File: config.mk
export PLATFORM = sky130hd
export DESIGN_NAME = fpsc_fold
export DESIGN_NICKNAME = d
export VERILOG_FILES = /design/src/rtl/core/fpsc_pkg.sv /design/src/rtl/core/fpsc_fold.sv
export SDC_FILE = /design/constraint.sdc
export NUM_CORES = 1
export LEC_CHECK = 0
export BUFFER_PORTS_ARGS = -buffer_cell sky130_fd_sc_hd__buf_2
export CORE_MARGIN = 1.5
export CORE_UTILIZATION = 45
export CTS_CLUSTER_DIAMETER = 30
export DETAILED_ROUTE_END_ITERATION = 12
export PLACE_DENSITY = 0.8
export SYNTH_ARGS = -nofsm -noshare
export SYNTH_HDL_FRONTEND = slang
export SYNTH_SLANG_ARGS = --single-unit
File: constraint.sdc
create_clock -name aclk -period 1.9 [get_ports aclk]
set_input_delay 0.38 -clock aclk [delete_from_list [all_inputs] [get_ports aclk]]
set_output_delay 0.38 -clock aclk [all_outputs]
set_load 0.02 [all_outputs]
File: src/rtl/core/fpsc_pkg.sv
// ----------------------------------------------------------------------------
// fpsc_pkg
// Types and polynomial constants shared by the fixed-point sine/cosine core.
// ----------------------------------------------------------------------------
package fpsc_pkg;

    localparam int ANGLE_W  = 16;
    localparam int R_W      = 14;   // folded offset, 0..0x2000
    localparam int R2_W     = 27;   // offset squared, 0..0x4000000
    localparam int MAG_W    = 17;   // Q16 magnitude, 0..0x10000
    localparam int S_DATA_W = 16;
    localparam int M_DATA_W = 40;

    localparam logic [R_W-1:0] HALF_OCTANT = 14'h2000;

    // cosine coefficients
    localparam logic [22:0] COS_A = 23'h5397b5;
    localparam logic [38:0] COS_B = 39'h40ebd73ac5;
    localparam logic [36:0] COS_C = 37'h13bd391496;
    localparam logic [31:0] COS_D = 32'hffffff8a;

    // sine coefficients
    localparam logic [22:0] SIN_A = 23'h4f880b;
    localparam logic [37:0] SIN_B = 38'h295358621e;
    localparam logic [34:0] SIN_C = 35'h6487cc5bd;

    // per-stage control: octant holds angle bits 15..13
    typedef struct packed {
        logic       valid;
        logic [2:0] octant;
    } fpsc_ctrl_t;

    // result item, cos_negative in the lowest bit
    typedef struct packed {
        logic [MAG_W-1:0] sin_magnitude;
        logic             sin_negative;
        logic [MAG_W-1:0] cos_magnitude;
        logic             cos_negative;
    } fpsc_result_t;

endpackage

File: src/rtl/core/fpsc_fold.sv
// ----------------------------------------------------------------------------
// fpsc_fold
// Input stage: folds the angle into an offset of at most 1/8 turn.
// ----------------------------------------------------------------------------
module fpsc_fold (
    input  logic                          aclk,
    input  logic                          aresetn,
    input  logic                          en,
    input  logic                          in_valid,
    input  logic [fpsc_pkg::ANGLE_W-1:0]  angle,
    output fpsc_pkg::fpsc_ctrl_t          ctrl,
    output logic [fpsc_pkg::R_W-1:0]      r
);

    fpsc_pkg::fpsc_ctrl_t         ctrl_reg;
    fpsc_pkg::fpsc_ctrl_t         ctrl_next;
    logic [fpsc_pkg::R_W-1:0]     r_reg;
    logic [fpsc_pkg::R_W-1:0]     r_next;
    logic [fpsc_pkg::R_W-1:0]     low;

    assign low = {1'b0, angle[12:0]};

    always_comb begin
        ctrl_next.valid  = in_valid;
        ctrl_next.octant = angle[15:13];
        // upper half of a quadrant (odd octant) measures back from the next quarter turn
        r_next = angle[13] ? (fpsc_pkg::HALF_OCTANT - low) : low;
    end

    always_ff @(posedge aclk) begin
        if (!aresetn) begin
            ctrl_reg <= '0;
        end else if (en) begin
            ctrl_reg <= ctrl_next;
        end
    end

    always_ff @(posedge aclk) begin
        if (en) begin
            r_reg <= r_next;
        end
    end

    assign ctrl = ctrl_reg;
    assign r    = r_reg;

endmodule

==> metrics.md <==
| Metric | Value |
|---|---|
| Outcome | complete, no violations |
| DIE HEIGHT | around 47 um |
| Sequential area share after synthesis | 0.581 |
| Post-synthesis xor/xnor area fraction | 0.112 |
| Clock group share of total power | 0.229 |
| Fillers | 169 |
| Worst setup path category | in2reg |
| Clk buf depth | 2 |
| Critical-path cell list | buf_2 -> inv_1 -> ha_1 -> or3b_2 -> o31ai_1 -> xnor2_1 |
| Min-delay src | angle[0] |
| Port Buffer Count | 37 |
| Synthesis warning total | 0 |
| PwrDens | between 700 and 800 nW/um2 |
| Worst Tran Pin Value | between 400 and 500 ps |
| Fin crit period | around 1600 ps |
| Sequential share of power | 0.561 |
| Peak Freq | between 0.6 and 0.7 GHz |
| CTS Buf Count | 3 |
| Post-route DRC violation count | 0 |
| Nature of the critical path startpoint | input port |
| Ports | 38 |
| Reg2reg start | ctrl[1] |
| Clock-pin slew on the worst setup and hold paths | ~110 ps |
| Final setup fails | 0 |
| Crit path from | angle[1] |
| DRT Wirelength | about 1.5 mm |
| Critical Path Slowest Stage Cell | or3b_2 |
| Worst stage delay on the critical path | roughly 530 ps |
| Clock root cell | clkbuf_4 |
| Placed cell area | around 1100 um2 |
| Fin. Hold Viols | 0 |
| Crit path required time | 1930 ps |
| R2R setup slack | around 1300 ps |
| Vias in the first global route | roughly 600 |
| Slew HR | 0.719 |
| Mapped cell area | approximately 860 um2 |
| NumNets Final | approximately 120 |
| Placed Cells incl. Taps | roughly 120 |
| N_diodes | 0 |
| Clock Skews | 0 ps |
| Pint | 0.617 mW |
| Overall power | about 0.84 mW |
| Hold path depth | 1 |
| Initial antenna violation count | 0 |
| Setup tns final | 0 ps |
| Leakage | around 0.45 nW |
| Synthesized-area fraction occupied by adder cells | 0.0145 |
| Std cell rows | 15 |
| Maximum vdd drop | approximately 0.00045 V |
| Tightest Hold Check Type | in2reg |
| Synth Register Bits | 18 |
| Logic gate share of total power | 0.210 |
| DR WL/cell | roughly 12 um |
| Post-route ant nets | 0 |
| Layout cells sized above 1 | 0.446 |
| Largest net degree at the start of global routing | 19 |
| RSZ-0062 raised after global routing | false |
| Post-route non-filler standard cell count | ~130 |
| Tcrit/Tclk final | 0.865 |
| Switching Fraction | 0.269 |
| Die ar. | between 2000 and 2500 um2 |
| Area taken by multi-input logic gates | 340 um2 |
| Synth Area in Simple Gates | 0.108 |
| Htree depth | 1 |
| Core footprint | roughly 1800 um2 |
| Vias | roughly 610 |
| Switch Pwr | between 0.2 and 0.25 mW |
| Worst hold path endpoint | r[0] |
| Area fraction in compound gates after synthesis | 0.115 |
| Tot GR Track Use | 0.157 |
| Cell depth of the worst flop-to-flop path | 2 |
| DR pass1 iterations | 4 |
| Chip width | roughly 47 um |
| RD Place Congestion | about 0.69 |
| CTS tree | yes |
| Post-synth cell types | 22 |
| Area grow syn2layout | 26.7% |
| Syn Inst Count | between 60 and 70 |
| CP Max Fanout | 5 |
| Syn Area/Cell | 13.7 um2 |
| FF/Latch Area | between 500 and 600 um2 |
| Reg-to-reg endpoint | ctrl[1] |
| DR vias/cell | just under 5 |
| Total gr overflow | 0 |
| Post-CTS setup buffers | 0 |
| # hold bufs at CTS | 0 |
| Starting Density | 0.488 |
| Design area | 1090 um2 |
| Combinational family with the most area after synthesis | compound AO/OA/AOI/OAI gates |
| Clock Latency Late Sink | ~270 ps |
| Slew Limit Fails | 0 |
| CTS resizes | 0 |
| Critical path arrival | 1670 ps |
| Detailed Place HPWL | approximately 1.2 mm |
| Max reg flops | 14 |
| Mux cell area share after synthesis | 0.0465 |
| Clk sink count | 18 |
| Crit. End Element | register |
| MaxCap Viol Count | 0 |
| First-pass GRT wire length | approximately 2.4 mm |
| 1st-iter DRT viols | 6 |
| Syn Nets | 84 |
## worst max-delay path, delay by kind of cell
family / cells / cell delay (ps)
compound gates: 1 / 300
xor+xnor: 1 / 130
fa+ha+maj: 1 / 150
buf+inv: 2 / 170
simple gates: 1 / 530
## placed cells by master (no fill, tap or decap)
cell,synthesis,final
buf_2,1,37
edfxtp_1,14,14
xnor2_1,11,11
mux2i_1,4,4
nor2b_1,4,4
dfxtp_1,4,4
o31ai_1,3,3
o21ai_0,3,3
clkbuf_4,0,3
inv_1,2,2
or4_1,2,2
o31ai_2,2,2
nand2_1,2,2
nand2b_1,2,2
or4_4,1,1
or3_1,1,1
or3b_2,1,1
o41ai_4,1,1
o41ai_1,1,1
nor4_1,1,1
ha_1,1,1
clkbuf_1,1,1
## metal layers
metal / track usage / vias to the layer above / wire length [um]
met5: 0 / - / 0
met1: 0.170 / 284 / 593
met4: 0.0500 / 0 / 10
met2: 0.303 / 20 / 837
met3: 0.0346 / 2 / 70
li1: - / 308 / -
## cell usage after synthesis
| master | number | area share |
|---|---|---|
| edfxtp_1 | 14 | 0.49 |
| xnor2_1 | 11 | 0.11 |
| dfxtp_1 | 4 | 0.093 |
| mux2i_1 | 4 | 0.047 |
| nor2b_1 | 4 | 0.029 |
| o21ai_0 | 3 | 0.017 |
| o31ai_1 | 3 | 0.026 |
| inv_1 | 2 | 0.0087 |
| nand2_1 | 2 | 0.0087 |
| nand2b_1 | 2 | 0.015 |
| o31ai_2 | 2 | 0.029 |
| or4_1 | 2 | 0.017 |
| buf_1 | 1 | 0.0044 |
| buf_2 | 1 | 0.0058 |
| clkbuf_1 | 1 | 0.0044 |
| ha_1 | 1 | 0.015 |
| nor4_1 | 1 | 0.0073 |
| o41ai_1 | 1 | 0.010 |
| o41ai_4 | 1 | 0.032 |
| or3_1 | 1 | 0.0073 |
| or3b_2 | 1 | 0.010 |
| or4_4 | 1 | 0.013 |
## how the worst max path moves through the flow
stage	to	slack (ps)
floorplan	r[10]	230
global placement	r[6]	50
detailed placement	r[6]	-60
CTS	r[6]	240
global route	r[6]	210
finish	r[6]	260
## logic make-up after synthesis
group | count (synthesis)
simple gates | 14
fa+ha+maj | 1
mux | 4
xor+xnor | 11
compound gates | 10
flops | 18
buf+inv | 5
## metrics by stage
stage / hold slack (ps) / util / worst slack (ps)
CTS: 310 / 0.618 / 238
finish: 318 / 0.618 / 256
detailed placement: 500 / 0.604 / -64.9
global route: 307 / 0.618 / 209
global placement: 495 / 0.604 / 51.0
floorplan: 479 / - / 227
## area by class of cell
class / instances / area share
Clock buffer: 4 / 0.0241
Tap cell: 25 / 0.0287
Multi-Input combinational cell: 40 / 0.312
Timing Repair Buffer: 37 / 0.170
Inverter: 2 / 0.00688
Sequential cell: 18 / 0.459
## power groups by stage
stage                     clock [mW]  sequential [mW]  combinational, mW
after floorplan                    0            0.533             0.0544
after global placement             0            0.483              0.173
after detailed placement           0            0.483              0.178
after CTS                      0.199            0.474              0.179
after global routing           0.216            0.478              0.193
final                          0.193            0.474              0.177
Note: power is estimated with default switching activity, not from simulation.
