## src/rtl/core/fpsc_pkg.sv

```systemverilog
// ----------------------------------------------------------------------------
// fpsc_pkg
// Types and polynomial constants shared by the fixed-point sine/cosine core.
// ----------------------------------------------------------------------------
package fpsc_pkg;

    localparam int ANGLE_W  = 16;
    localparam int R_W      = 14;   // folded offset, 0..0x2000
    localparam int R2_W     = 27;   // offset squared, 0..0x4000000
    localparam int MAG_W    = 17;   // Q16 magnitude, 0..0x10000
    localparam int S_DATA_W = 16;
    localparam int M_DATA_W = 40;

    localparam logic [R_W-1:0] HALF_OCTANT = 14'h2000;

    // cosine coefficients
    localparam logic [22:0] COS_A = 23'h5397b5;
    localparam logic [38:0] COS_B = 39'h40ebd73ac5;
    localparam logic [36:0] COS_C = 37'h13bd391496;
    localparam logic [31:0] COS_D = 32'hffffff8a;

    // sine coefficients
    localparam logic [22:0] SIN_A = 23'h4f880b;
    localparam logic [37:0] SIN_B = 38'h295358621e;
    localparam logic [34:0] SIN_C = 35'h6487cc5bd;

    // per-stage control: octant holds angle bits 15..13
    typedef struct packed {
        logic       valid;
        logic [2:0] octant;
    } fpsc_ctrl_t;

    // result item, cos_negative in the lowest bit
    typedef struct packed {
        logic [MAG_W-1:0] sin_magnitude;
        logic             sin_negative;
        logic [MAG_W-1:0] cos_magnitude;
        logic             cos_negative;
    } fpsc_result_t;

endpackage

```

## src/rtl/core/fpsc_quad.sv

```systemverilog
// ----------------------------------------------------------------------------
// fpsc_quad
// Maps the first-octant results to the full turn: swap and sign selection.
// ----------------------------------------------------------------------------
module fpsc_quad (
    input  logic [2:0]                    octant,
    input  logic [fpsc_pkg::MAG_W-1:0]    cos_val,
    input  logic [fpsc_pkg::MAG_W-1:0]    sin_val,
    output fpsc_pkg::fpsc_result_t        result
);

    logic                         swap;
    logic [fpsc_pkg::MAG_W-1:0]   c_mag;
    logic [fpsc_pkg::MAG_W-1:0]   s_mag;

    // octant holds angle bits 15..13
    assign swap  = octant[1] ^ octant[0];
    assign c_mag = swap ? sin_val : cos_val;
    assign s_mag = swap ? cos_val : sin_val;

    always_comb begin
        result.cos_magnitude = c_mag;
        result.sin_magnitude = s_mag;
        result.cos_negative  = (octant[2] ^ octant[1]) && (c_mag != '0);
        result.sin_negative  = octant[2] && (s_mag != '0);
    end

endmodule

```

## config.mk

```make
export PLATFORM = sky130hd
export DESIGN_NAME = fpsc_quad
export DESIGN_NICKNAME = d
export VERILOG_FILES = /design/src/rtl/core/fpsc_pkg.sv /design/src/rtl/core/fpsc_quad.sv
export SDC_FILE = /design/constraint.sdc
export NUM_CORES = 1
export LEC_CHECK = 0
export ABC_AREA = 1
export BUFFER_PORTS_ARGS = -buffer_cell sky130_fd_sc_hd__buf_2
export CAP_MARGIN = 5
export CORE_MARGIN = 10
export CORE_UTILIZATION = 39
export DETAILED_ROUTE_END_ITERATION = 10
export PLACE_DENSITY_LB_ADDON = 0.1
export SYNTH_ARGS = -nofsm -noshare
export SYNTH_HDL_FRONTEND = slang
export SYNTH_SLANG_ARGS = --single-unit
```

## constraint.sdc

```tcl
create_clock -name vclk -period 1.25
set_input_delay 0.125 -clock vclk [all_inputs]
set_output_delay 0.125 -clock vclk [all_outputs]
set_load 0.1 [all_outputs]
```

==> results.toml, run 1 <==
[floorplan]
io-pin-count = 73
row_count = 16
dieWidth_um = 64.85
die_height_um = 64.85
floorplan.initialDensity_pct = 40.40

[run_status]
tool.error = "[ERROR DPL-0038] Utilization greater than 100%, impossible to legalize"
stop_stage = "detailed placement"
run_status = "aborted with a tool error"

[synth]
yosys.area_share.simple_pct = 59.01
synth_area_leader_cell = "sky130_fd_sc_hd__nand2_1"
main_combinational_cell_family_by_area_after_synthesis = "simple AND/OR/NAND/NOR gates"
cells_taking_the_most_area_after_synthesis = "sky130_fd_sc_hd__nand2_1, sky130_fd_sc_hd__inv_1, sky130_fd_sc_hd__nand3_1, sky130_fd_sc_hd__nor2_1, sky130_fd_sc_hd__o21ai_0"
netlist_top_cells_count = "sky130_fd_sc_hd__nand2_1, sky130_fd_sc_hd__inv_1, sky130_fd_sc_hd__nand3_1"
count_of_cell_types_in_the_netlist = 13
syn_nets = 219
synth_top_area_share_pct = 32.06
yosysWarningCount = 0
synth_seq_area_share_pct = 0
synth.mux.area_fraction_pct = 0
netlist_area_sq_um = 784.5
netlist_instances = 182
compound_cell_area_share_of_the_yosys_netlist_pct = 8.931
postSynthAreaPerCell_sq_um = 4.310
yosys.cell_count.top_type = "sky130_fd_sc_hd__nand2_1"
synth_xor_xnor_area_share_pct = 1.116
synth-adder-area-share_pct = 0

[placed_design]
numPortBuffers = 73
globalplace.congestion = 0.8442
[through the flow]
step	hold slack, ps	cell area [sq um]	std cells	TNS, ps	setup WS (ps)
floorplan	445.0	1070	182	-1300	-679.5
global placement	643.1	2338	325	-2715	-369.7
[logic make-up after synthesis]
family / Yosys count
xor+xnor: 1
buf+inv: 57
simple gates: 110
compound gates: 14
==> run 2: changes to the inputs <==
--- a/config.mk
+++ b/config.mk
@@ -8,10 +8,10 @@
 export ABC_AREA = 1
 export BUFFER_PORTS_ARGS = -buffer_cell sky130_fd_sc_hd__buf_2
 export CAP_MARGIN = 5
-export CORE_MARGIN = 10
-export CORE_UTILIZATION = 39
+export CORE_AREA = 10 10 71 73
 export DETAILED_ROUTE_END_ITERATION = 10
-export PLACE_DENSITY_LB_ADDON = 0.1
+export DIE_AREA = 0 0 81 83
+export PLACE_DENSITY_LB_ADDON = 0.15
 export SYNTH_ARGS = -nofsm -noshare
 export SYNTH_HDL_FRONTEND = slang
 export SYNTH_SLANG_ARGS = --single-unit
==> run 2 against run 1 <==
  * The flow now finishes, with violations (negative setup slack)
  * Synthesized cell count unchanged
  * Synthesized area unchanged
==> results.toml, run 2 <==
[final_layout]
count_of_sequential_standard_cells = 0
clk_buf_instances = 0
post_route_cells_drive_above_1_share_pct = 75.48
ff_latch_area_sq_um = 0
layout_commonest_cell = "sky130_fd_sc_hd__buf_4"
final_nets = 353
layout-area-overhead-vs-synth_pct = 272.4
nFillCells = 230
diodes = 0
commonest_non_fill_non_tap_cells_in_the_layout = "sky130_fd_sc_hd__buf_4, sky130_fd_sc_hd__buf_12, sky130_fd_sc_hd__nand2_1, sky130_fd_sc_hd__buf_2, sky130_fd_sc_hd__inv_1"
final_core_util_pct = 80.41

[synth]
synth_top_area_share_pct = 32.06
count_of_cell_types_in_the_netlist = 13
synth_seq_area_share_pct = 0
syn_nets = 219
netlist_instances = 182
netlist_top_cells_count = "sky130_fd_sc_hd__nand2_1, sky130_fd_sc_hd__inv_1, sky130_fd_sc_hd__nand3_1"
synth_area_leader_cell = "sky130_fd_sc_hd__nand2_1"
yosys.cell_count.top_type = "sky130_fd_sc_hd__nand2_1"
netlist_area_sq_um = 784.5
postSynthAreaPerCell_sq_um = 4.310
yosysWarningCount = 0
cells_taking_the_most_area_after_synthesis = "sky130_fd_sc_hd__nand2_1, sky130_fd_sc_hd__inv_1, sky130_fd_sc_hd__nand3_1, sky130_fd_sc_hd__nor2_1, sky130_fd_sc_hd__o21ai_0"

[global_route]
global_route.usage.met1_pct = 14.87
grt_util_met2_pct = 21.76
global_route_wire_length_before_repair_mm = 7.389
gr-max-usage-layer = "met2"
global_route.usage.total_pct = 12.68
grt_antenna_before_repair = 0
pin_count_of_the_biggest_net_entering_global_routing = 22
grt_util_met3_pct = 5.172
first_global_vias = 1591
grt_remaining_overflow = 0

[timing]
setup_ws_ps = -319.7
final-setup-viol-count = 15
tightestPinTransition_ps = 266.8
final.period_utilization_pct = 125.6
slew_violations = 0
rsz0062_at_grt = "true"
fmax_ghz = 0.6370
finalHoldViolCount = 0
maxSlewHeadroom_pct = 82.09
fin_setup_tns_ps = -1477
post-route-min-period_ps = 1570

[run_status]
run_status = "finished, violations left"
failed_checks = "negative setup slack"

[floorplan]
floorplan.initialDensity_pct = 21.59
die_area_sq_mm = 0.006723
row_count = 22
coreArea_sq_mm = 0.003633
die_height_um = 83
dieWidth_um = 81
io-pin-count = 73

[pwr]
vdd_drop_max_mv = 0.4619
p_per_area_mw_per_mm2 = 809.2
report.power.total_mw = 2.364
p_leak_nw = 1.436

[detailed_routing]
detail_route.vias_per_cell = 4.533
drt_iter0_markers = 91
detailroute.via_count = 1641
wl_per_cell_um = 15.42
ant_nets = 0
first_pass_iters = 4
detail_route.drc_violations = 0
routed_wl_mm = 5.581

[placed_design]
numPortBuffers = 73
globalplace.congestion = 0.8444
post-place-ws_ps = -396.8
hpwl_after_detailed_placement_mm = 3.691

[job]
drv_cap = 0

[cts]
cts_hold_repair.buffers = 0

[worst_setup_path]
worst_ep_required_time_ps = 1120
critical_path_class = "input port to primary output"
crit_path_start_kind = "input port"
end_kind = "primary output"
data_arrival_at_the_endpoint_of_the_critical_path_ps = 1440
crit_fanout = 8

[min_path]
min_delay_path_depth = 4
hp-class = "input port to primary output"
run 2: final cells by class:
class	count	area, sq um	area share [%]
tap	48	60.06	2.056
multi-input combinational	130	1101	37.69
inverter	51	269.0	9.208
timing repair buffer	133	1491	51.05
run 2: worst max-delay path, stage by stage:
cell,delay (ps)
sky130_fd_sc_hd__buf_12,120
sky130_fd_sc_hd__inv_12,50
sky130_fd_sc_hd__nand2_8,150
sky130_fd_sc_hd__clkbuf_16,180
sky130_fd_sc_hd__nand3_2,80
sky130_fd_sc_hd__nand2_2,100
sky130_fd_sc_hd__nand2_2,60
sky130_fd_sc_hd__nor2_2,120
sky130_fd_sc_hd__nand3_2,100
sky130_fd_sc_hd__nor2_4,110
sky130_fd_sc_hd__nor2_4,50
sky130_fd_sc_hd__buf_12,170
run 2: power by group:
group | total [mW] | switching (mW) | internal (mW)
clock | 0 | 0 | 0
sequential | 0 | 0 | 0
combinational | 2.36 | 1.45 | 0.912
run 2: path summary, 6_finish.rpt:
path              startpoint          to  slack [ps]
hold / removal     octant[2]  result[18]         650
setup / recovery   octant[0]   result[0]        -320
run 2: stage by stage:
| step | instances | instance area (sq um) | hold WS, ps |
|---|---|---|---|
| after CTS | 350 | 2467 | 644.0 |
| after floorplan | 182 | 1070 | 445.0 |
| after detailed placement | 347 | 2372 | 642.7 |
| after global routing | 362 | 2922 | 674.5 |
| final | 362 | 2922 | 655.0 |
| after global placement | 347 | 2372 | 647.4 |
run 2: kinds of logic (layout without fill, tap and decap cells):
logic type	Yosys count	count (layout)	synth area share [%]
AO/OA/AOI/OAI	14	14	8.932
AND/OR/NAND/NOR	110	115	59.01
buffers and inverters	57	184	30.94
XOR/XNOR	1	1	1.117
run 2: layer usage:
| metal | wire length (um) | part of all wire, % |
|---|---|---|
| met4 | 108 | 1.9 |
| met5 | 0 | 0 |
| met3 | 604 | 11 |
| met1 | 2034 | 36 |
| met2 | 2835 | 51 |
run 2: timing repair:
| action | 4_1_cts | 5_1_grt |
|---|---|---|
| endpoints found under the setup margin | 36 | 28 |
| cloned | 2 | 5 |
| pin swaps | 9 | 39 |
| gates resized for setup | 15 | 87 |
| setup buffers | 1 | 11 |
Note: power is estimated with default switching activity, not from simulation.
