File: config.mk
export PLATFORM = sky130hd
export DESIGN_NAME = fpsc_skid
export DESIGN_NICKNAME = d
export VERILOG_FILES = /design/src/rtl/core/fpsc_pkg.sv /design/src/rtl/core/fpsc_skid.sv
export SDC_FILE = /design/constraint.sdc
export NUM_CORES = 1
export LEC_CHECK = 0
export BUFFER_PORTS_ARGS = -buffer_cell sky130_fd_sc_hd__buf_4
export CORE_MARGIN = 5
export CORE_UTILIZATION = 35
export CTS_CLUSTER_DIAMETER = 80
export DETAILED_ROUTE_END_ITERATION = 7
export SYNTH_ARGS = -nofsm -noshare
export SYNTH_HDL_FRONTEND = slang
export SYNTH_SLANG_ARGS = --single-unit
File: constraint.sdc
create_clock -name aclk -period 5.85 [get_ports aclk]
set_input_delay 0.8775 -clock aclk [delete_from_list [all_inputs] [get_ports aclk]]
set_output_delay 0.8775 -clock aclk [all_outputs]
set_load 0.02 [all_outputs]
File: src/rtl/core/fpsc_pkg.sv
// ----------------------------------------------------------------------------
// fpsc_pkg
// Types and polynomial constants shared by the fixed-point sine/cosine core.
// ----------------------------------------------------------------------------
package fpsc_pkg;

    localparam int ANGLE_W  = 16;
    localparam int R_W      = 14;   // folded offset, 0..0x2000
    localparam int R2_W     = 27;   // offset squared, 0..0x4000000
    localparam int MAG_W    = 17;   // Q16 magnitude, 0..0x10000
    localparam int S_DATA_W = 16;
    localparam int M_DATA_W = 40;

    localparam logic [R_W-1:0] HALF_OCTANT = 14'h2000;

    // cosine coefficients
    localparam logic [22:0] COS_A = 23'h5397b5;
    localparam logic [38:0] COS_B = 39'h40ebd73ac5;
    localparam logic [36:0] COS_C = 37'h13bd391496;
    localparam logic [31:0] COS_D = 32'hffffff8a;

    // sine coefficients
    localparam logic [22:0] SIN_A = 23'h4f880b;
    localparam logic [37:0] SIN_B = 38'h295358621e;
    localparam logic [34:0] SIN_C = 35'h6487cc5bd;

    // per-stage control: octant holds angle bits 15..13
    typedef struct packed {
        logic       valid;
        logic [2:0] octant;
    } fpsc_ctrl_t;

    // result item, cos_negative in the lowest bit
    typedef struct packed {
        logic [MAG_W-1:0] sin_magnitude;
        logic             sin_negative;
        logic [MAG_W-1:0] cos_magnitude;
        logic             cos_negative;
    } fpsc_result_t;

endpackage

File: src/rtl/core/fpsc_skid.sv
// ----------------------------------------------------------------------------
// fpsc_skid
// Output register with a one-entry skid buffer and a registered ready.
// ----------------------------------------------------------------------------
module fpsc_skid (
    input  logic                      aclk,
    input  logic                      aresetn,
    input  logic                      in_valid,
    input  fpsc_pkg::fpsc_result_t    in_data,
    output logic                      in_ready,
    output logic                      out_valid,
    output fpsc_pkg::fpsc_result_t    out_data,
    input  logic                      out_ready
);

    logic                     ready_reg, ready_next;
    logic                     out_valid_reg, out_valid_next;
    fpsc_pkg::fpsc_result_t   out_data_reg, out_data_next;
    fpsc_pkg::fpsc_result_t   skid_data_reg, skid_data_next;
    logic                     pop;
    logic                     push;

    assign pop  = out_valid_reg && out_ready;
    assign push = in_valid && ready_reg;

    always_comb begin
        ready_next     = ready_reg;
        out_valid_next = out_valid_reg;
        out_data_next  = out_data_reg;
        skid_data_next = skid_data_reg;
        if (!ready_reg) begin
            // skid full, output is holding: drain skid on transfer
            if (pop) begin
                out_data_next = skid_data_reg;
                ready_next    = 1'b1;
            end
        end else if (push) begin
            if (!out_valid_reg || pop) begin
                out_data_next  = in_data;
                out_valid_next = 1'b1;
            end else begin
                skid_data_next = in_data;
                ready_next     = 1'b0;
            end
        end else if (pop) begin
            out_valid_next = 1'b0;
        end
    end

    always_ff @(posedge aclk) begin
        if (!aresetn) begin
            ready_reg     <= 1'b1;
            out_valid_reg <= 1'b0;
        end else begin
            ready_reg     <= ready_next;
            out_valid_reg <= out_valid_next;
        end
    end

    always_ff @(posedge aclk) begin
        out_data_reg  <= out_data_next;
        skid_data_reg <= skid_data_next;
    end

    assign in_ready  = ready_reg;
    assign out_valid = out_valid_reg;
    assign out_data  = out_data_reg;

endmodule

==> impl_metrics.env, run 1 <==
export IMPL_status="completed"
export IMPL_p_leak_uw=0.00133
export IMPL_post_drt_via_cell_ratio=4.36
export IMPL_num_rows=32
export IMPL_dp_slack_ns=3.41
export IMPL_netlist_instances=124
export IMPL_critPathBufInv=1
export IMPL_peakVddDrop_uv=163
export IMPL_synth_top_cell_area_share_pct=79.7
export IMPL_clock_skew_ns=0.00750
export IMPL_tightest_slew_ns=0.953
export IMPL_layout_drive_gt1_share_pct=61.7
export IMPL_drt_pass1_iter_count=6
export IMPL_synth_area_um2=2710
export IMPL_grt_max_degree=43
export IMPL_fin_total_pwr_uw=1080
export IMPL_drc=0
export IMPL_yosys_warnings=0
export IMPL_io_buffers=77
export IMPL_synth_sequential_area_ratio_pct=81.2
export IMPL_globalplace_congestion=0.675
export IMPL_cellPowerDensity_nw_per_um2=304
export IMPL_fin_cells=316
export IMPL_htreeDepth=3
export IMPL_slowest_stage="dfxtp_2"
export IMPL_cts_tree="done"
export IMPL_finalCriticalPeriod_ns=2.45
export IMPL_n_fill_cell=652
export IMPL_cpLargestDelayFamily="flip-flops"
export IMPL_drv_slew=0
export IMPL_cts_resized=0
export IMPL_setup_viol=0
export IMPL_place_hpwl_mm=3.20
export IMPL_fin_nets=249
export IMPL_final_cell_mix="buf_4 (78), edfxtp_1 (72), mux2_2 (36)"
export IMPL_grt_pass1_wl_mm=7.73
export IMPL_cts_hold_buf=0
export IMPL_die_area_um2=9610
export IMPL_postCtsSetupRepairBufs=0
export IMPL_layout_commonest_cell="buf_4"
export IMPL_clkTransAtPathRegs_ns=0.07
export IMPL_grt_usage_pct=10.5
export IMPL_critPathRequiredTime_ns=4.97
export IMPL_num_vias=1379
export IMPL_ys_top_cells_by_area="edfxtp_1 (80%), mux2_2 (15%), buf_6 (1.7%)"
export IMPL_timing_hold_ws_ns=0.549
export IMPL_core_um2=7650
export IMPL_synth_cell_types=12
export IMPL_wirelength_mm=4.90
export IMPL_diodes=0
export IMPL_hp_class="reg -> reg"
export IMPL_postSynthAreaPerCell_um2=21.9
export IMPL_clock_sinks=74
export IMPL_cts_root_buf="clkbuf_8"
export IMPL_hold_viol=0
export IMPL_drt_initial_drc_count=55
export IMPL_cts_path_max_buffers=2
export IMPL_ant_nets=0
export IMPL_finalWorstSetupSlack_ns=3.40
export IMPL_die_h_um=98.0
export IMPL_finalSetupTns_ns=0
export IMPL_fmax_mhz=409
export IMPL_start_kind="flip-flop"
export IMPL_cts_buffers=9
export IMPL_path_class="reg -> out"
export IMPL_grt_overflow=0
export IMPL_clock_latency_ns=0.33
export IMPL_antenna_found_initial=0
export IMPL_drt_wirelength_per_cell_um=15.5
export IMPL_syn2layout_area_growth_pct=31.1
export IMPL_grt_pass1_vias=1517
export IMPL_ys_ff_latch=74
export IMPL_worstPathMaxFanout=42
export IMPL_synth_nets=164
export IMPL_critPathMaxStageDelay_ns=0.96
export IMPL_initial_core_util_pct=35.5
export IMPL_rsz0062_at_grt="no"
export IMPL_min_period_over_period_pct=41.8
export IMPL_dpl_cell_count=300
export IMPL_cp_arrival_ns=1.57
export IMPL_fp_dieW_um=98.0
export IMPL_relSlewSlack_pct=36.5
export IMPL_cp_cell_sequence="buf_4"
export IMPL_ioPinCount=78
export IMPL_synth_area_leader_cell="edfxtp_1"
export IMPL_maxCapViolations=0
export IMPL_cp_end_kind="output pin"
[layer usage]
metal | share of wire, % | global-route usage, % | routed length, um
met1 | 47 | 13.9 | 2310
met2 | 43 | 14.5 | 2110
met3 | 8.5 | 4.79 | 417
met4 | 1.5 | 5.43 | 72
met5 | 0 | 0 | 0
[final timing paths]
kind / startpoint / endpoint / slack, ns / depth (start not counted)
min: skid_data_reg[9] / out_data[9] / 0.55 / 1
min reg2reg: skid_data_reg[9] / out_data[9] / 0.55 / 1
max: in_ready / in_ready / 3.40 / 1
max reg2reg: in_ready / skid_data_reg[4] / 3.58 / 1
[cells in the mapped netlist (all sizes together)]
cell    instances
and3            1
nor2b           1
buf             4
a221o           1
a21bo           1
dfxtp           2
nand2b          1
nand2           2
a21oi           2
edfxtp         72
inv             1
mux2           36
[report_power, final]
group	switching (uW)	internal (uW)	total [uW]
clock network	177	150	327
logic	61.4	62.3	124
registers	13.5	617	631
total	252	830	1080
[metrics by stage]
stage / util (%) / instance area [um2]
finish: 46.5 / 3560
global route: 46.5 / 3560
CTS: 46.5 / 3560
detailed placement: 44.4 / 3390
global placement: 44.4 / 3390
floorplan: - / 2710
[layout make-up]
class	count	area [um2]	area share, %
timing repair buffer	78	586	16.5
inverter	1	3.75	0.106
tap	102	128	3.59
multi-input combinational	45	474	13.3
sequential	74	2200	62.0
clock inverter	6	33.8	0.950
clock buffer	10	128	3.59
[cells by family after synthesis]
group	synth area share (%)
mux	14.9
compound gates	1.11
flops	81.2
simple gates	0.969
buf+inv	1.80
No activity file was read; power rests on OpenSTA's default activity.
==> run 2: changes to the inputs <==
Settings changed: ABC_AREA set to 1.
Clock period 5.85 ns to 2.4 ns, I/O delays scaled along.
==> run 2 against run 1 <==
  * First-iteration DRC count up 51%
  * Clock-buffer cell count fell by 1
  * Die area up 0.12%
  * Largest cell class unchanged
  * Critical path type is now reg -> reg
  * Clock skew decreased by 0.0021 ns
  * Global-route usage up 0.65 points
  * Power rose to 2.5 times the previous value
  * Register-to-register slack lost 3.0 ns
  * Non-clock buffer count is 3 higher
  * Sequential share of layout area shrank 1.2 points
  * Final area up 2.0%
==> impl_metrics.env, run 2 <==
export IMPL_swShare_pct=22.9
export IMPL_yosysMostFrequentCell="nand2_1"
export IMPL_path_class="reg -> reg"
export IMPL_layout_commonest_cell="nand2_1"
export IMPL_postCtsSetupRepairBufs=0
export IMPL_num_vias=1643
export IMPL_grt_pass1_wl_mm=8.13
export IMPL_cts_path_max_buffers=2
export IMPL_num_rows=32
export IMPL_drt_wirelength_per_cell_um=12.9
export IMPL_ys_flop_type="edfxtp_1"
export IMPL_async_reset_ff_share_pct=0
export IMPL_regArea_um2=2200
export IMPL_grt_pass1_vias=1647
export IMPL_status="completed"
export IMPL_reg2reg_slack_ns=0.62
export IMPL_io_buffers=77
export IMPL_cts_buffers=9
export IMPL_fp_dieW_um=98.1
export IMPL_synth_top_cell_area_share_pct=79.6
export IMPL_die_area_um2=9620
export IMPL_place_hpwl_mm=3.45
export IMPL_syn2layout_area_growth_pct=33.5
export IMPL_htreeDepth=3
export IMPL_combinationalPowerShare_pct=11.4
export IMPL_layout_drive_gt1_share_pct=34.0
export IMPL_relSlewSlack_pct=66.5
export IMPL_synth_edff_count=72
export IMPL_multi_input_area_um2=478
export IMPL_antenna_found_initial=0
export IMPL_ys_top_cells_by_area="edfxtp_1 (80%), nand2_1 (16%), dfxtp_1 (1.5%)"
export IMPL_tightest_slew_ns=0.501
export IMPL_fin_nets=330
export IMPL_synth_cell_types=12
export IMPL_post_drt_via_cell_ratio=4.15
export IMPL_drt_initial_drc_count=83
export IMPL_peakVddDrop_uv=282
export IMPL_postSynthAreaPerCell_um2=13.3
export IMPL_final_cell_mix="nand2_1 (113), buf_4 (80), edfxtp_1 (72)"
export IMPL_maxCapViolations=0
export IMPL_synth_sequential_area_ratio_pct=81.1
export IMPL_rsz0062_at_grt="no"
export IMPL_cts_resized=0
export IMPL_finalSetupTns_ns=0
export IMPL_hp_class="in -> reg"
export IMPL_grt_usage_pct=11.2
export IMPL_hold_path_depth=1
export IMPL_holdPathEnd="skid_data_reg[9]"
export IMPL_switching_power_uw=627
export IMPL_ys_ff_latch=74
export IMPL_clock_latency_ns=0.34
export IMPL_finalCriticalPeriod_ns=1.78
export IMPL_drt_pass1_iter_count=4
export IMPL_r2r_end="skid_data_reg[19]"
export IMPL_fin_total_pwr_uw=2730
export IMPL_diodes=0
export IMPL_min_period_over_period_pct=74.2
export IMPL_initial_core_util_pct=35.5
export IMPL_clock_skew_ns=0.00544
export IMPL_die_h_um=98.1
export IMPL_grt_overflow=0
export IMPL_cellPowerDensity_nw_per_um2=754
export IMPL_n_fill_cell=687
export IMPL_synth_area_um2=2720
export IMPL_core_um2=7650
export IMPL_globalplace_congestion=0.702
export IMPL_rr_worst_depth=3
export IMPL_cts_root_buf="clkbuf_8"
export IMPL_wirelength_mm=5.10
export IMPL_drc=0
export IMPL_fmax_mhz=562
export IMPL_synth_nets=245
export IMPL_drv_slew=0
export IMPL_ioPinCount=78
export IMPL_power_internal_uw=2110
export IMPL_cp_end_kind="flip-flop"
export IMPL_setup_viol=0
export IMPL_pwr_share_seq_pct=55.9
export IMPL_start_kind="flip-flop"
export IMPL_hold_viol=0
export IMPL_yosys_warnings=0
export IMPL_synth_area_leader_cell="edfxtp_1"
export IMPL_clkTransAtPathRegs_ns=0.07
export IMPL_yosys_top_cells_count="nand2_1 (113), edfxtp_1 (72), buf_2 (5)"
export IMPL_ant_nets=0
export IMPL_worstPathMaxFanout=21
export IMPL_netlist_instances=205
export IMPL_cp_arrival_ns=1.83
export IMPL_critPathRequiredTime_ns=2.45
export IMPL_clock_sinks=74
export IMPL_cts_tree="done"
export IMPL_grt_max_degree=37
export IMPL_r2r_start="in_ready"
export IMPL_cts_hold_buf=0
export IMPL_p_leak_uw=0.00154
export IMPL_min_from="in_data[9]"
export IMPL_p_clk_share_pct=32.7
-- run 2: how the worst max path moves through the flow --
stage | to | cells after the start | start
2_1_floorplan | out_data[0] | 3 | in_ready
3_3_place_gp | skid_data_reg[29] | 3 | in_ready
3_5_place_dp | skid_data_reg[29] | 3 | in_ready
4_1_cts | skid_data_reg[29] | 3 | in_ready
5_1_grt | skid_data_reg[13] | 3 | in_ready
6_report | skid_data_reg[19] | 3 | in_ready
-- run 2: cells by family (layout without fill, tap and decap cells) --
kind of cell           count (synthesis)  in the layout  synth area share [%]
buffers and inverters                 11            100                  2.03
flip-flops                            74             74                  81.1
AND/OR/NAND/NOR                      118            118                  16.4
AO/OA/AOI/OAI                          2              2                 0.461
-- run 2: metrics by stage --
| step | cells | hold WS (ns) | setup WS (ns) | util, % | cell area (um2) |
|---|---|---|---|---|---|
| after floorplan | 205 | 0.458 | 0.199 | - | 2720 |
| after global placement | 381 | 0.492 | 0.640 | 45.0 | 3440 |
| after detailed placement | 381 | 0.497 | 0.583 | 45.0 | 3440 |
| after CTS | 396 | 0.184 | 0.561 | 47.4 | 3630 |
| after global routing | 396 | 0.175 | 0.482 | 47.4 | 3630 |
| final | 396 | 0.202 | 0.620 | 47.4 | 3630 |
-- run 2: power groups by stage --
stage                     combinational [uW]  sequential, uW  clock (uW)
after floorplan                         82.3            1620           0
after global placement                   314            1560           0
after detailed placement                 318            1560           0
after CTS                                317            1530         927
after global routing                     342            1540         986
final                                    311            1530         894
-- run 2: area by class of cell --
cell class                      instances  share of cell area [%]
Inverter                                4                   0.414
Clock inverter                          6                    1.62
Timing Repair Buffer                   81                    17.1
Clock buffer                            9                    3.41
Sequential cell                        74                    60.7
Tap cell                              102                    3.52
Multi-Input combinational cell        120                    13.2
-- run 2: worst max-delay path: stages, from the launching register on --
cell and delay (ns):
dfxtp_2 0.59, nand2_2 0.19, nor2_4 0.46, buf_12 0.24
-- run 2: metal layers --
layer | track usage [%] | vias to the layer above | part of all wire [%]
li1 | - | 856 | -
met5 | 0 | - | 0
met4 | 6.07 | 0 | 1.8
met3 | 4.79 | 9 | 8.5
met1 | 14.2 | 716 | 45
met2 | 16.1 | 62 | 45
==> run 3: changes to the inputs <==
Settings changed: ABC_AREA 1 to 0.
Clock period 2.4 ns to 1.7 ns, I/O delays scaled along.
==> run 3 against run 2 <==
  * Routed wire length down 2.6%
  * Non-clock buffer count up 2
  * Critical endpoint is now skid_data_reg[31]
  * Largest power group unchanged
  * Combinational power up 48%
==> impl_metrics.env, run 3 (synthesis gave the netlist of run 1 again) <==
export IMPL_final_cell_mix="buf_4 (80), edfxtp_1 (72), mux2_2 (36)"
export IMPL_drc=0
export IMPL_peakVddDrop_uv=443
export IMPL_finalSetupTns_ns=0
export IMPL_finalCriticalPeriod_ns=1.46
export IMPL_num_vias=1403
export IMPL_grt_max_degree=24
export IMPL_initial_core_util_pct=35.5
export IMPL_layout_drive_gt1_share_pct=63.9
export IMPL_htreeDepth=3
export IMPL_start_kind="flip-flop"
export IMPL_hp_class="in -> reg"
export IMPL_grt_pass1_vias=1532
export IMPL_antenna_found_initial=0
export IMPL_post_drt_via_cell_ratio=4.37
export IMPL_cts_hold_buf=0
export IMPL_cpLargestDelayFamily="simple AND/OR/NAND/NOR gates"
export IMPL_globalplace_congestion=0.701
export IMPL_drt_wirelength_per_cell_um=15.5
export IMPL_layout_commonest_cell="buf_4"
export IMPL_n_fill_cell=632
export IMPL_die_h_um=98.0
export IMPL_io_buffers=77
export IMPL_rr_worst_depth=3
export IMPL_fin_util_pct=48.4
export IMPL_place_hpwl_mm=3.37
export IMPL_grt_usage_pct=11.0
export IMPL_status="completed"
export IMPL_grt_overflow=0
export IMPL_ant_nets=0
export IMPL_cp_depth=3
export IMPL_post_dp_cell_area_um2=3480
export IMPL_syn2layout_area_growth_pct=36.4
export IMPL_slowest_stage="dfxtp_1"
export IMPL_critPathBufInv=1
export IMPL_drv_slew=0
export IMPL_drt_initial_drc_count=61
export IMPL_num_rows=32
export IMPL_tightest_slew_ns=0.270
export IMPL_worstPathMaxFanout=23
export IMPL_diodes=0
export IMPL_cts_path_max_buffers=2
export IMPL_fp_dieW_um=98.0
export IMPL_core_um2=7650
export IMPL_cts_buffers=9
export IMPL_min_period_over_period_pct=85.6
export IMPL_setup_viol=0
export IMPL_fin_cells=321
export IMPL_hold_viol=0
export IMPL_p_leak_uw=0.00139
export IMPL_dpl_cell_count=305
export IMPL_drt_pass1_iter_count=3
export IMPL_critPathRequiredTime_ns=1.74
export IMPL_critPathMaxStageDelay_ns=0.41
export IMPL_grt_pass1_wl_mm=8.02
export IMPL_cp_cell_sequence="nor2b_1 > and3_4 > buf_12"
export IMPL_fin_nets=254
export IMPL_cp_end_kind="flip-flop"
export IMPL_fmax_mhz=687
export IMPL_cp_arrival_ns=1.49
export IMPL_cts_resized=0
export IMPL_fin_total_pwr_uw=4130
export IMPL_rsz0062_at_grt="no"
export IMPL_relSlewSlack_pct=82.0
export IMPL_clock_sinks=74
export IMPL_cts_tree="done"
export IMPL_clock_latency_ns=0.34
export IMPL_hold_path_depth=1
export IMPL_path_class="reg -> reg"
export IMPL_cts_root_buf="clkbuf_8"
export IMPL_cellPowerDensity_nw_per_um2=1110
export IMPL_final_cell_area_um2=3700
export IMPL_postCtsSetupRepairBufs=0
export IMPL_clock_skew_ns=0.00941
export IMPL_ioPinCount=78
export IMPL_maxCapViolations=0
export IMPL_clkTransAtPathRegs_ns=0.09
export IMPL_die_area_um2=9610
export IMPL_wirelength_mm=4.97
-- run 3: worst register-to-register path: stages (launching register included) --
cell     delay (ns)
dfxtp_1        0.41
nor2b_1        0.29
and3_4         0.27
buf_12         0.18
-- run 3: power by group --
part / internal [uW] / switching [uW] / total [uW] / leakage (uW)
logic: 233 / 228 / 461 / 0.000590
registers: 2120 / 34.6 / 2160 / 0.000690
clock network: 839 / 671 / 1510 / 0.000111
-- run 3: layout make-up --
type / instances / area, um2 / area share, %
well taps: 102 / 128 / 3.45
clock buffers: 9 / 124 / 3.35
inverters: 1 / 3.75 / 0.101
clock inverters: 7 / 98.8 / 2.67
repair buffers: 83 / 661 / 17.8
multi-input cells: 45 / 480 / 13.0
flip-flops and latches: 74 / 2210 / 59.6
-- run 3: stage by stage --
stage               worst slack [ns]  hold slack [ns]
CTS                            0.242           0.0626
detailed placement             0.265            0.444
global placement               0.309            0.443
global route                   0.180           0.0607
floorplan                     0.0214            0.354
finish                         0.245           0.0924
-- run 3: path summary, 6_finish.rpt --
kind | from | endpoint | slack, ns
worst min register to register | skid_data_reg[29] | out_data[29] | 0.54
worst max-delay path | out_valid | skid_data_reg[31] | 0.24
worst min-delay path | in_data[6] | skid_data_reg[6] | 0.09
worst max register to register | out_valid | skid_data_reg[31] | 0.24
-- run 3: per-layer routing --
metal / global-route usage, % / routed length (um) / vias to the layer above
li1: - / - / 673
met1: 14.3 / 2260 / 671
met2: 15.2 / 2190 / 53
met3: 4.79 / 453 / 6
met4: 6.39 / 61 / 0
met5: 0 / 0 / -
